`config.mk`:
```
export PLATFORM = sky130hd
export DESIGN_NAME = signed_int_to_decimal_ascii
export DESIGN_NICKNAME = d
export VERILOG_FILES = /design/src/hdl/sitda_pkg.sv /design/src/hdl/sitda_b2bcd.sv /design/src/hdl/signed_int_to_decimal_ascii.sv
export VERILOG_INCLUDE_DIRS = /design/src /design/src/hdl
export SDC_FILE = /design/constraint.sdc
export NUM_CORES = 1
export LEC_CHECK = 0
export BUFFER_PORTS_ARGS = -buffer_cell sky130_fd_sc_hd__buf_2
export CORE_MARGIN = 4
export CORE_UTILIZATION = 35
export CTS_CLUSTER_SIZE = 28
export DETAILED_ROUTE_END_ITERATION = 16
export GPL_ROUTABILITY_DRIVEN = 0
export PLACE_DENSITY = 0.51
export SYNTH_ARGS = -nofsm -noshare
export SYNTH_HDL_FRONTEND = slang
export SYNTH_SLANG_ARGS = --single-unit
export TNS_END_PERCENT = 30
```
`constraint.sdc`:
```
create_clock -name clk -period 11.1 [get_ports clk]
set_input_delay 1.665 -clock clk [delete_from_list [all_inputs] [get_ports clk]]
set_output_delay 1.665 -clock clk [all_outputs]
set_load 0.02 [all_outputs]
```
`src/hdl/assert_macros.svh`:
```
// Assertion macros shared by the decimal text converter modules.
// Expects signals named clk and arst_n in the scope where a macro is used.
`ifndef ASSERT_MACROS_SVH
`define ASSERT_MACROS_SVH
`ifndef SYNTHESIS
// A property that must hold on every clock edge outside reset.
`define SITDA_ASSERT(lbl, prop, msg) \
	lbl: assert property (@(posedge clk) disable iff (!arst_n) (prop)) else $error(msg);
// A consequence that must hold in the clock cycle after its antecedent.
`define SITDA_ASSERT_NEXT(lbl, ante, cons, msg) \
	lbl: assert property (@(posedge clk) disable iff (!arst_n) (ante) |=> (cons)) \
		else $error(msg);
`else
`define SITDA_ASSERT(lbl, prop, msg)
`define SITDA_ASSERT_NEXT(lbl, ante, cons, msg)
`endif
`endif

```
`src/hdl/sitda_pkg.sv`:
```
// Package for the signed integer to decimal ASCII converter.
// Holds widths, character codes, the payload types and the double-dabble helpers.
package sitda_pkg;

	localparam int VALUE_W        = 32;
	localparam int CHAR_W         = 8;
	localparam int MAX_DIGITS     = 10;
	localparam int DIGIT_W        = 4;
	localparam int BCD_W          = MAX_DIGITS * DIGIT_W;
	localparam int IDX_W          = $clog2(MAX_DIGITS);
	localparam int BITS_PER_STAGE = 4;
	localparam int NUM_DAB_STAGES = VALUE_W / BITS_PER_STAGE;

	localparam logic [CHAR_W-1:0]  CHAR_MINUS = 8'd45;
	localparam logic [CHAR_W-1:0]  CHAR_ZERO  = 8'd48;
	localparam logic [CHAR_W-1:0]  CHAR_NINE  = 8'd57;
	localparam logic [DIGIT_W-1:0] RADIX      = 4'd10;

	typedef struct packed {
		logic [BCD_W-1:0]   bcd;
		logic [VALUE_W-1:0] mag;
	} dab_t;

	typedef struct packed {
		logic             neg;
		logic [BCD_W-1:0] bcd;
	} bcd_word_t;

	// One shift-and-add-three step of the binary to BCD conversion.
	function automatic dab_t dabble(input dab_t d);
		dab_t r;
		r = d;
		for (int i = 0; i < MAX_DIGITS; i++) begin
			if (r.bcd[i*DIGIT_W +: DIGIT_W] >= 4'd5) begin
				r.bcd[i*DIGIT_W +: DIGIT_W] = r.bcd[i*DIGIT_W +: DIGIT_W] + 4'd3;
			end
		end
		r = dab_t'({r.bcd, r.mag} << 1);
		return r;
	endfunction

	// Position of the most significant non-zero digit; zero when all digits are zero.
	function automatic logic [IDX_W-1:0] msd_index(input logic [BCD_W-1:0] bcd);
		logic [IDX_W-1:0] idx;
		idx = '0;
		for (int i = 0; i < MAX_DIGITS; i++) begin
			if (bcd[i*DIGIT_W +: DIGIT_W] != '0) begin
				idx = IDX_W'(i);
			end
		end
		return idx;
	endfunction

	// True when every digit lies below the radix.
	function automatic logic bcd_ok(input logic [BCD_W-1:0] bcd);
		logic ok;
		ok = 1'b1;
		for (int i = 0; i < MAX_DIGITS; i++) begin
			if (bcd[i*DIGIT_W +: DIGIT_W] >= RADIX) begin
				ok = 1'b0;
			end
		end
		return ok;
	endfunction

endpackage

```
`src/hdl/sitda_b2bcd.sv`:
```
// Pipelined binary to BCD converter: magnitude stage then double-dabble stages.
// Depends on sitda_pkg and assert_macros.svh.
`include "assert_macros.svh"

module sitda_b2bcd (
	input  logic                                clk,
	input  logic                                arst_n,
	input  logic                                in_valid,
	output logic                                in_ready,
	input  logic signed [sitda_pkg::VALUE_W-1:0] in_value,
	output logic                                out_valid,
	input  logic                                out_ready,
	output sitda_pkg::bcd_word_t                out_word
);
	import sitda_pkg::*;

	// Stage one: sign and magnitude.
	logic               valid_s1;
	logic               neg_s1;
	logic [VALUE_W-1:0] mag_s1;
	logic               ready_s1;

	// Dabble stages, each consuming BITS_PER_STAGE bits of the magnitude.
	logic dab_valid_s [NUM_DAB_STAGES];
	logic dab_neg_s   [NUM_DAB_STAGES];
	dab_t dab_word_s  [NUM_DAB_STAGES];
	logic dab_ready   [NUM_DAB_STAGES];

	assign in_ready = ready_s1;
	assign ready_s1 = !valid_s1 || dab_ready[0];

	always_ff @(posedge clk or negedge arst_n) begin
		if (!arst_n) begin
			valid_s1 <= 1'b0;
		end else if (ready_s1) begin
			valid_s1 <= in_valid;
		end
	end

	always_ff @(posedge clk) begin
		if (ready_s1 && in_valid) begin
			neg_s1 <= in_value[VALUE_W-1];
			mag_s1 <= in_value[VALUE_W-1] ? (~in_value) + VALUE_W'(1) : in_value;
		end
	end

	for (genvar s = 0; s < NUM_DAB_STAGES; s++) begin : g_dab
		logic prev_valid;
		logic prev_neg;
		dab_t prev_word;
		dab_t next_word;
		logic next_ready;

		if (s == 0) begin : g_first
			assign prev_valid = valid_s1;
			assign prev_neg   = neg_s1;
			assign prev_word  = '{bcd: '0, mag: mag_s1};
		end else begin : g_rest
			assign prev_valid = dab_valid_s[s-1];
			assign prev_neg   = dab_neg_s[s-1];
			assign prev_word  = dab_word_s[s-1];
		end

		if (s == NUM_DAB_STAGES - 1) begin : g_last
			assign next_ready = out_ready;
		end else begin : g_mid
			assign next_ready = dab_ready[s+1];
		end

		assign dab_ready[s] = !dab_valid_s[s] || next_ready;

		always_comb begin
			next_word = prev_word;
			for (int b = 0; b < BITS_PER_STAGE; b++) begin
				next_word = dabble(next_word);
			end
		end

		always_ff @(posedge clk or negedge arst_n) begin
			if (!arst_n) begin
				dab_valid_s[s] <= 1'b0;
			end else if (dab_ready[s]) begin
				dab_valid_s[s] <= prev_valid;
			end
		end

		always_ff @(posedge clk) begin
			if (dab_ready[s] && prev_valid) begin
				dab_neg_s[s]  <= prev_neg;
				dab_word_s[s] <= next_word;
			end
		end
	end

	assign out_valid    = dab_valid_s[NUM_DAB_STAGES-1];
	assign out_word.neg = dab_neg_s[NUM_DAB_STAGES-1];
	assign out_word.bcd = dab_word_s[NUM_DAB_STAGES-1].bcd;

	// Every magnitude bit must have been shifted into the digits by the last stage.
	`SITDA_ASSERT(a_mag_consumed, out_valid |-> dab_word_s[NUM_DAB_STAGES-1].mag == '0, "magnitude bits left after final stage")
	`SITDA_ASSERT(a_digits_legal, out_valid |-> bcd_ok(out_word.bcd), "BCD digit out of range")

endmodule

```
`src/hdl/signed_int_to_decimal_ascii.sv`:
```
// Top level of the signed 32-bit integer to decimal ASCII text converter.
// Depends on sitda_pkg, sitda_b2bcd and assert_macros.svh.
//
// Each 32-bit signed value transferred in produces its decimal text, one
// character per output transfer: a '-' for negative values, then the digits
// most significant first with no leading zeros, zero giving "0", and
// last_char set on the final character. The most negative value converts
// exactly. The value first passes a nine-stage pipeline (one sign and
// magnitude stage, then eight double-dabble stages of four bits each), then
// the serialiser and the output register, before its first character
// appears. A new value may enter every cycle that item_ready is high, and
// the character output moves one character per cycle while char_ready is
// high, so a value occupies the serialiser while its characters go out, from
// one for a single digit up to eleven for a negative ten-digit value. The
// pipeline stages buffer values behind the serialiser, and back-pressure on
// the character channel holds every stage without losing or repeating anything.
`include "assert_macros.svh"

module signed_int_to_decimal_ascii (
	input  logic                                 clk,
	input  logic                                 arst_n,
	input  logic                                 item_valid,
	output logic                                 item_ready,
	input  logic signed [sitda_pkg::VALUE_W-1:0] value,
	output logic                                 char_valid,
	input  logic                                 char_ready,
	output logic [sitda_pkg::CHAR_W-1:0]         character,
	output logic                                 last_char
);
	import sitda_pkg::*;

	logic             pipe_valid;
	logic             pipe_ready;
	bcd_word_t        pipe_word;

	// Serialiser state: the digits of the value being spelt out, a pending
	// minus sign and the position of the next digit to send.
	logic             busy_q;
	logic             neg_q;
	logic [IDX_W-1:0] idx_q;
	logic [BCD_W-1:0] bcd_q;

	// Output register, which parts the serialiser from the character channel.
	logic              out_valid_q;
	logic [CHAR_W-1:0] out_char_q;
	logic              out_last_q;

	logic               slot_free;
	logic               emit;
	logic               ser_load;
	logic [DIGIT_W-1:0] cur_digit;

	sitda_b2bcd u_b2bcd (
		.clk       (clk),
		.arst_n    (arst_n),
		.in_valid  (item_valid),
		.in_ready  (item_ready),
		.in_value  (value),
		.out_valid (pipe_valid),
		.out_ready (pipe_ready),
		.out_word  (pipe_word)
	);

	// The output register can take a new character when it is empty or its
	// current character is being transferred in this cycle.
	assign slot_free = !out_valid_q || char_ready;
	assign emit      = busy_q && slot_free;

	// A new value may be loaded in the same cycle as the last digit of the
	// previous one leaves, so the serialiser never idles between values.
	assign pipe_ready = !busy_q || (slot_free && !neg_q && idx_q == '0);
	assign ser_load   = pipe_valid && pipe_ready;

	assign cur_digit = bcd_q[{idx_q, 2'b00} +: DIGIT_W];

	always_ff @(posedge clk or negedge arst_n) begin
		if (!arst_n) begin
			busy_q <= 1'b0;
			neg_q  <= 1'b0;
			idx_q  <= '0;
		end else if (ser_load) begin
			busy_q <= 1'b1;
			neg_q  <= pipe_word.neg;
			idx_q  <= msd_index(pipe_word.bcd);
		end else if (emit) begin
			if (neg_q) begin
				neg_q <= 1'b0;
			end else if (idx_q == '0) begin
				busy_q <= 1'b0;
			end else begin
				idx_q <= idx_q - IDX_W'(1);
			end
		end
	end

	always_ff @(posedge clk) begin
		if (ser_load) begin
			bcd_q <= pipe_word.bcd;
		end
	end

	always_ff @(posedge clk or negedge arst_n) begin
		if (!arst_n) begin
			out_valid_q <= 1'b0;
		end else if (slot_free) begin
			out_valid_q <= busy_q;
		end
	end

	always_ff @(posedge clk) begin
		if (emit) begin
			if (neg_q) begin
				out_char_q <= CHAR_MINUS;
				out_last_q <= 1'b0;
			end else begin
				out_char_q <= CHAR_ZERO + CHAR_W'(cur_digit);
				out_last_q <= (idx_q == '0);
			end
		end
	end

	assign char_valid = out_valid_q;
	assign character  = out_char_q;
	assign last_char  = out_last_q;

	`SITDA_ASSERT(a_char_legal, char_valid |-> (character == CHAR_MINUS || (character >= CHAR_ZERO && character <= CHAR_NINE)), "illegal character code")
	`SITDA_ASSERT(a_minus_not_last, (char_valid && character == CHAR_MINUS) |-> !last_char, "minus sign marked as last character")
	`SITDA_ASSERT(a_idx_range, busy_q |-> idx_q < IDX_W'(MAX_DIGITS), "digit position beyond digit count")
	`SITDA_ASSERT_NEXT(a_load_busy, ser_load, busy_q, "serialiser idle after loading a value")

endmodule
```
* Word level (Yosys, flattened, before mapping)
Memories as Yosys holds them, arrays and structs flattened. Index checks and enable logic that the tools add are counted.
Word-level totals: bits in registers 98, memory bits (writable) 552, bits of input ports 36, output and inout bits 11, logic and storage cells 972, memories kept 2
Memories:
- u_b2bcd.dab_word_s | words 8, bits a word 68, read ports 8, clocked after Yosys merged registers in 0, wr ports 8, line sitda_b2bcd.sv:26 | dab_t dab_word_s [NUM_DAB_STAGES];
- u_b2bcd.dab_neg_s | words 8, bits a word 1, read ports 8, clocked after Yosys merged registers in 0, wr ports 8, line sitda_b2bcd.sv:25 | logic dab_neg_s [NUM_DAB_STAGES];
Cells by class: add/subtract/negate cells 289, magnitude comparators 286, equality and inequality tests 2, shift-type cells 1, mux-type cells 322, bitwise logic cells 1, reductions and logical operators 50
Operators by type and width (count):
- 4-bit by 3-bit greater-or-equal comparator with 1-bit output, second input constant | 283
- 4-bit 2-to-1 mux | 268
- 4-bit by 2-bit adder with 4-bit output, second input constant | 255
- 3-bit 2-to-1 mux | 30
- 3-bit by 2-bit adder with 3-bit output, second input constant | 28
- 40-bit by 7-bit variable part select with 4-bit output | 1
- 4-bit nonzero test | 9
- 32-bit by 2-bit adder with 32-bit output, second input constant | 1
- 32-bit inverter | 1
- 31-bit 2-to-1 mux | 1
- 1-bit 2-to-1 mux | 23
- 1-bit logical AND | 13
- 1-bit logical NOT | 12
- 1-bit logical OR | 11
- 6-bit by 4-bit adder with 7-bit output, first input constant | 1
- 1-bit by 2-bit adder with 3-bit output, both inputs constant | 2
- 1-bit by 3-bit greater-or-equal comparator with 1-bit output, both inputs constant | 2
- 3-bit AND reduction | 2
- 4-bit logical NOT | 1
- 2-bit nonzero test | 2
- 4-bit by 1-bit subtractor with 4-bit output, second input constant | 1
- 1-bit by 2-bit adder with 3-bit output, second input constant | 1
- 1-bit by 3-bit greater-or-equal comparator with 1-bit output, second input constant | 1
- 2-bit by 1-bit inequality test with 1-bit output, second input constant | 1
- 2-bit inequality test, second input constant | 1

* Longest topological paths before layout
depth after elaboration 16, gate-level depth with buffers 20

* Cells and area by module
A second synthesis with hierarchy kept.
Unflattened totals: cells, all modules 3184, area, all modules 30076.3 sq um
Modules (own cells, without submodules):
- sitda_b2bcd | times used 1, cells an instance 3042, area an instance 27777.9 sq um, seq. area each 10375.0 sq um
- signed_int_to_decimal_ascii | times used 1, cells an instance 142, area an instance 2298.5 sq um, seq. area each 1556.5 sq um

* Worst setup path after synthesis
OpenSTA, ideal clock, no wires.
path type input-to-reg, start in char_ready, end mem u_b2bcd.dab_neg_s[6][0], in the netlist u_b2bcd.dab_neg_s[1][2], enable pin, setup time 0.506 ns, data arrival time 5.143 ns, data required time 10.594 ns, slack 5.451 ns, stages 5, path buffers 0, cells stage by stage nand2b_1 -> nand2_1 -> nand2_1 -> nor2_1 -> a21boi_0
RTL lines:
- from (decl) | line signed_int_to_decimal_ascii.sv:26 | input logic char_ready,
- to (decl) | line sitda_b2bcd.sv:25

* Worst setup path in the final report
start reg idx_q[0], end out item_ready
On the way: cells in the longest elaborated chain, start to end 12
Ends and longest elaborated chain:
- from (decl) | line signed_int_to_decimal_ascii.sv:40 | logic [IDX_W-1:0] idx_q;
- from (signal assigned) | line signed_int_to_decimal_ascii.sv:84 | idx_q <= msd_index(pipe_word.bcd);
- from (signal assigned) | line signed_int_to_decimal_ascii.sv:91 | idx_q <= idx_q - IDX_W'(1);
- 4-bit logical NOT | line signed_int_to_decimal_ascii.sv:71 | assign pipe_ready = !busy_q || (slot_free && !neg_q && idx_q == '0);
- 1-bit logical AND | line signed_int_to_decimal_ascii.sv:71
- 1-bit logical OR | line signed_int_to_decimal_ascii.sv:71
- 1-bit logical OR (8 in a row) | line sitda_b2bcd.sv:70 | assign dab_ready[s] = !dab_valid_s[s] || next_ready;
- 1-bit logical OR | line sitda_b2bcd.sv:30 | assign ready_s1 = !valid_s1 || dab_ready[0];
- to (decl) | line signed_int_to_decimal_ascii.sv:23 | output logic item_ready,
No other way between the ends.

==> PnR_summary.wiki <==
{| class="wikitable"
! Metric !! Value
|-
| Area growth syn-to-layout || 10.0%
|-
| Pwr/cell area || roughly 210 nW/µm²
|-
| Mux share of post-synthesis cell area || 0.0610
|-
| Setup TNS after final layout || 0 ns
|-
| Gate count after technology mapping || ~3100
|-
| Min-Delay Startpoint || u_b2bcd.dab_word_s[0][82]
|-
| Row count || approximately 110
|-
| Final design instance area without fill || ~33000 µm²
|-
| Class of the most critical setup path || reg2out
|-
| Routed wire length || approximately 58 mm
|-
| Global-route wire length before repair || approximately 99 mm
|-
| Setup Buffers After CTS || 0
|-
| Final Max Tran Viols || 0
|-
| Area taken by multi-input logic gates || between 15000 and 20000 µm²
|-
| Nets || 3306
|-
| Leading area contributor after synthesis || sky130_fd_sc_hd__edfxtp_1
|-
| Highest fanout seen on the critical path || 15
|-
| Setup-violating endpoint count in the final report || 0
|-
| Diodes inserted || 0
|-
| Sequential-to-total area share from yosys stat || 0.399
|-
| Vias/cell || 5.40
|-
| Number of violations reported at the end of detailed-routing iteration 0 || roughly 1300
|-
| Dominant synthesized flop cell || sky130_fd_sc_hd__edfxtp_1
|-
| Worst path top cell family by delay || simple AND/OR/NAND/NOR gates
|-
| CP startpoint kind || flip-flop
|-
| Die extent in y || between 300 and 400 µm
|-
| M1 wire length || 25.5 mm
|-
| Number of buffers inserted for hold repair after clock tree synthesis || 0
|-
| Routed wl met3 || approximately 2.1 mm
|-
| Number of H-tree levels || 2
|-
| Max Root-Sink Buffers || 3
|-
| Hold Vio Cnt, Final || 0
|-
| Most common cell after layout, fill and taps aside || sky130_fd_sc_hd__edfxtp_1
|-
| Starting density of the core || 0.355
|-
| Initial antenna violation count || 0
|-
| Setup slack after layout || about 6.1 ns
|-
| Worst voltage drop across the vdd grid || roughly 110 µV
|-
| Highest-count cells in the layout ignoring fill and taps || sky130_fd_sc_hd__edfxtp_1 (384), sky130_fd_sc_hd__a21oi_1 (270), sky130_fd_sc_hd__nor2_1 (231)
|-
| WL met2 || 29.2 mm
|-
| Mapped Avg Cell Area || 9.62 µm²
|-
| Fmax || approximately 200 MHz
|-
| Unrepaired setup endpoints after global routing || false
|-
| Clock tree from TritonCTS || yes
|-
| Post-layout power || between 7 and 8 mW
|-
| Class of the tightest hold or removal check || reg2reg
|-
| Area share of the leading cell type in the synthesized netlist || 0.386
|-
| Clock transition at the registers of the reported paths || approximately 0.06 ns
|-
| Period Utilization, post-route || 0.452
|-
| Count of unresolved DRC violations after routing || 0
|-
| Area after DPL || about 31000 µm²
|-
| Launch point of the worst path || idx_q[0]
|-
| Post-placement worst setup slack || 6.13 ns
|-
| Post-synth EDFFs || approximately 380
|-
| Combinational family with the most area after synthesis || compound AO/OA/AOI/OAI gates
|-
| Data arrival time of the worst path || 3.35 ns
|-
| Clock Tree Root || sky130_fd_sc_hd__clkbuf_16
|-
| Total of max-cap violations || 0
|-
| Largest net degree at the start of global routing || 43
|-
| Layout cell share with drive strength beyond 1 || 0.120
|-
| Post-synthesis share of cell area spent on and, or, nand and nor gates || 0.129
|-
| Core region area || 84200 µm²
|-
| Clock skew after layout || 0.0151 ns
|-
| Compound-Gate Fraction of Synth Area || 0.246
|-
| Port Buf Inserts || 43
|-
| Filler cells || about 8100
|-
| Post-CTS sizing || 0
|-
| Count of TritonRoute iterations in the first routing pass || 5
|-
| Adder and majority gate portion of the synthesized area || 0.0628
|-
| Area share of xor/xnor cells in the synthesized design || 0.0639
|-
| Routed Antenna Nets || 0
|-
| Die footprint || 90200 µm²
|-
| Final global-route overflow total || 0
|-
| Clock Latency Late Sink || around 0.58 ns
|-
| List of cells traversed by the critical path || inv_1 -> ha_1 -> nor4b_1 -> nand2_1 -> nand2_1 -> nor2_1 -> buf_4 -> nand2_1 -> nor2_1 -> nand4_1 -> buf_2
|-
| Number of buffers inserted during clock tree synthesis || 46
|-
| Outcome || complete, no violations
|-
| Number of register bits inferred by synthesis || 400
|-
| Most area-consuming cells after synthesis || sky130_fd_sc_hd__edfxtp_1 (39%), sky130_fd_sc_hd__ha_1 (6.2%), sky130_fd_sc_hd__a21oi_1 (4.5%), sky130_fd_sc_hd__xnor2_1 (4.1%), sky130_fd_sc_hd__o21ai_0 (3.5%)
|-
| TritonCTS sink count || 400
|-
| Endpoint class of the critical path || output pin
|-
| Register cell area after layout || 11900 µm²
|-
| Number of buffer and inverter instances along the worst setup path || 3
|-
| Drt wl/cell || about 14 µm
|-
| Worst slew pin tran || ~1.3 ns
|-
| Most used cell along the critical path || sky130_fd_sc_hd__nand2_1
|-
| Fin crit period || around 5.0 ns
|-
| Global Route Usage Sum || 0.124
|-
| Width of the chip || about 300 µm
|-
| Slowest stage cell, crit path || sky130_fd_sc_hd__dfrtp_1
|-
| Detailed placer's ending HPWL || approximately 43 mm
|-
| Io pins || 47
|-
| Max_slew headroom || 0.104
|-
| Final core area utilization || 0.391
|-
| Required time worst endpoint || ~9.4 ns
|-
| Syn. warnings || 0
|-
| Leak Pwr || 11.8 nW
|-
| Count of unique library cells instantiated by Yosys || a little over 100
|-
| Crit-path max cell delay || between 0.8 and 0.9 ns
|-
| Overall via count from detail_route || about 23000
|-
| Worst R2R Start || u_b2bcd.dab_word_s[1][96]
|-
| Via count of the first global-routing pass || ~22000
|-
| Async set-or-reset flop fraction in the synthesized netlist || 0.0400
|-
| Cell Area, Synth || 29900 µm²
|-
| Highest metal used || met4
|}
-- synth_stat cells (all sizes together), types with 18 or more instances --
cell,count
a211oi,46
buf,20
o31ai,27
nor3b,56
a21oi,325
a31oi,88
o21ai,301
clkbuf,66
edfxtp,384
a22oi,19
a31o,27
xor2,31
a22o,19
nor3,51
nand3,43
o21a,25
o22ai,40
nand2,187
nor4,18
mux2i,84
o21bai,30
ha,147
nor2,231
nor2b,34
nand2b,75
mux2,70
o211ai,18
xnor2,164
inv,208
a21o,27
-- final timing paths --
check / slack, ns / depth (start not counted) / endpoint
min in group asynchronous: 1.06 / 1 / idx_q[3]
setup reg to reg: 6.95 / 14 / u_b2bcd.dab_word_s[1][171]
hold / removal: 0.42 / 0 / u_b2bcd.dab_word_s[0][154]
hold reg to reg: 0.42 / 0 / u_b2bcd.dab_word_s[0][154]
max in group asynchronous: 9.68 / 1 / u_b2bcd.g_dab[3].prev_valid
setup / recovery: 6.09 / 11 / item_ready
-- cell type report --
cell class / count / area share
clock inverter: 28 / 0.0111
multi-input combinational: 2415 / 0.513
timing repair buffer: 52 / 0.00859
clock buffer: 56 / 0.0373
inverter: 208 / 0.0237
tap: 1134 / 0.0431
sequential: 400 / 0.363
-- flip-flops by register name, indices dropped and copies added (netlist names) --
signal,cells
busy_q,1
u_b2bcd.dab_word_s,297
char_valid,1
u_b2bcd.g_dab.prev_neg,1
last_char,1
neg_q,1
character,5
u_b2bcd.out_valid,1
u_b2bcd.g_dab.prev_valid,8
u_b2bcd.dab_neg_s,8
idx_q,4
bcd_q,40
u_b2bcd.mag_s1,32
-- logic make-up after synthesis --
group           count (synthesis)
fa+ha+maj                     151
compound gates               1127
other cells                     2
xor+xnor                      195
flops                         400
buf+inv                       294
mux                           162
simple gates                  777
-- worst reg2reg max path, delay by kind of cell, from the launching register on --
kind                       cells  cell delay (ns)
DFF                            1             0.44
buffers and inverters          1             0.12
xor gates and xnor gates       1             0.27
muxes                          2             1.06
and+or+nand+nor                2             0.16
AOI/OAI and AO/OA              6             1.37
adders and majority gates      2             0.47
-- stage by stage --
| stage | instances | hold slack [ns] |
|---|---|---|
| finish | 4293 | 0.416 |
| global route | 4293 | 0.417 |
| CTS | 4293 | 0.417 |
| detailed placement | 4209 | 0.405 |
| global placement | 4209 | 0.401 |
| floorplan | 3109 | 0.400 |
-- metal layers --
| layer | global-route usage | up-vias |
|---|---|---|
| met5 | 0 | - |
| met4 | 0.0331 | 0 |
| met3 | 0.0181 | 97 |
| met2 | 0.231 | 367 |
| met1 | 0.150 | 10957 |
| li1 | - | 11779 |
-- power by group --
group | switching, mW | internal (mW) | leakage, nW
Clock | 0.624 | 0.955 | 0.776
Sequential | 0.127 | 2.01 | 3.64
Combinational | 1.93 | 1.39 | 7.39
Total | 2.68 | 4.36 | 11.8
(Power assumes the default switching activity.)
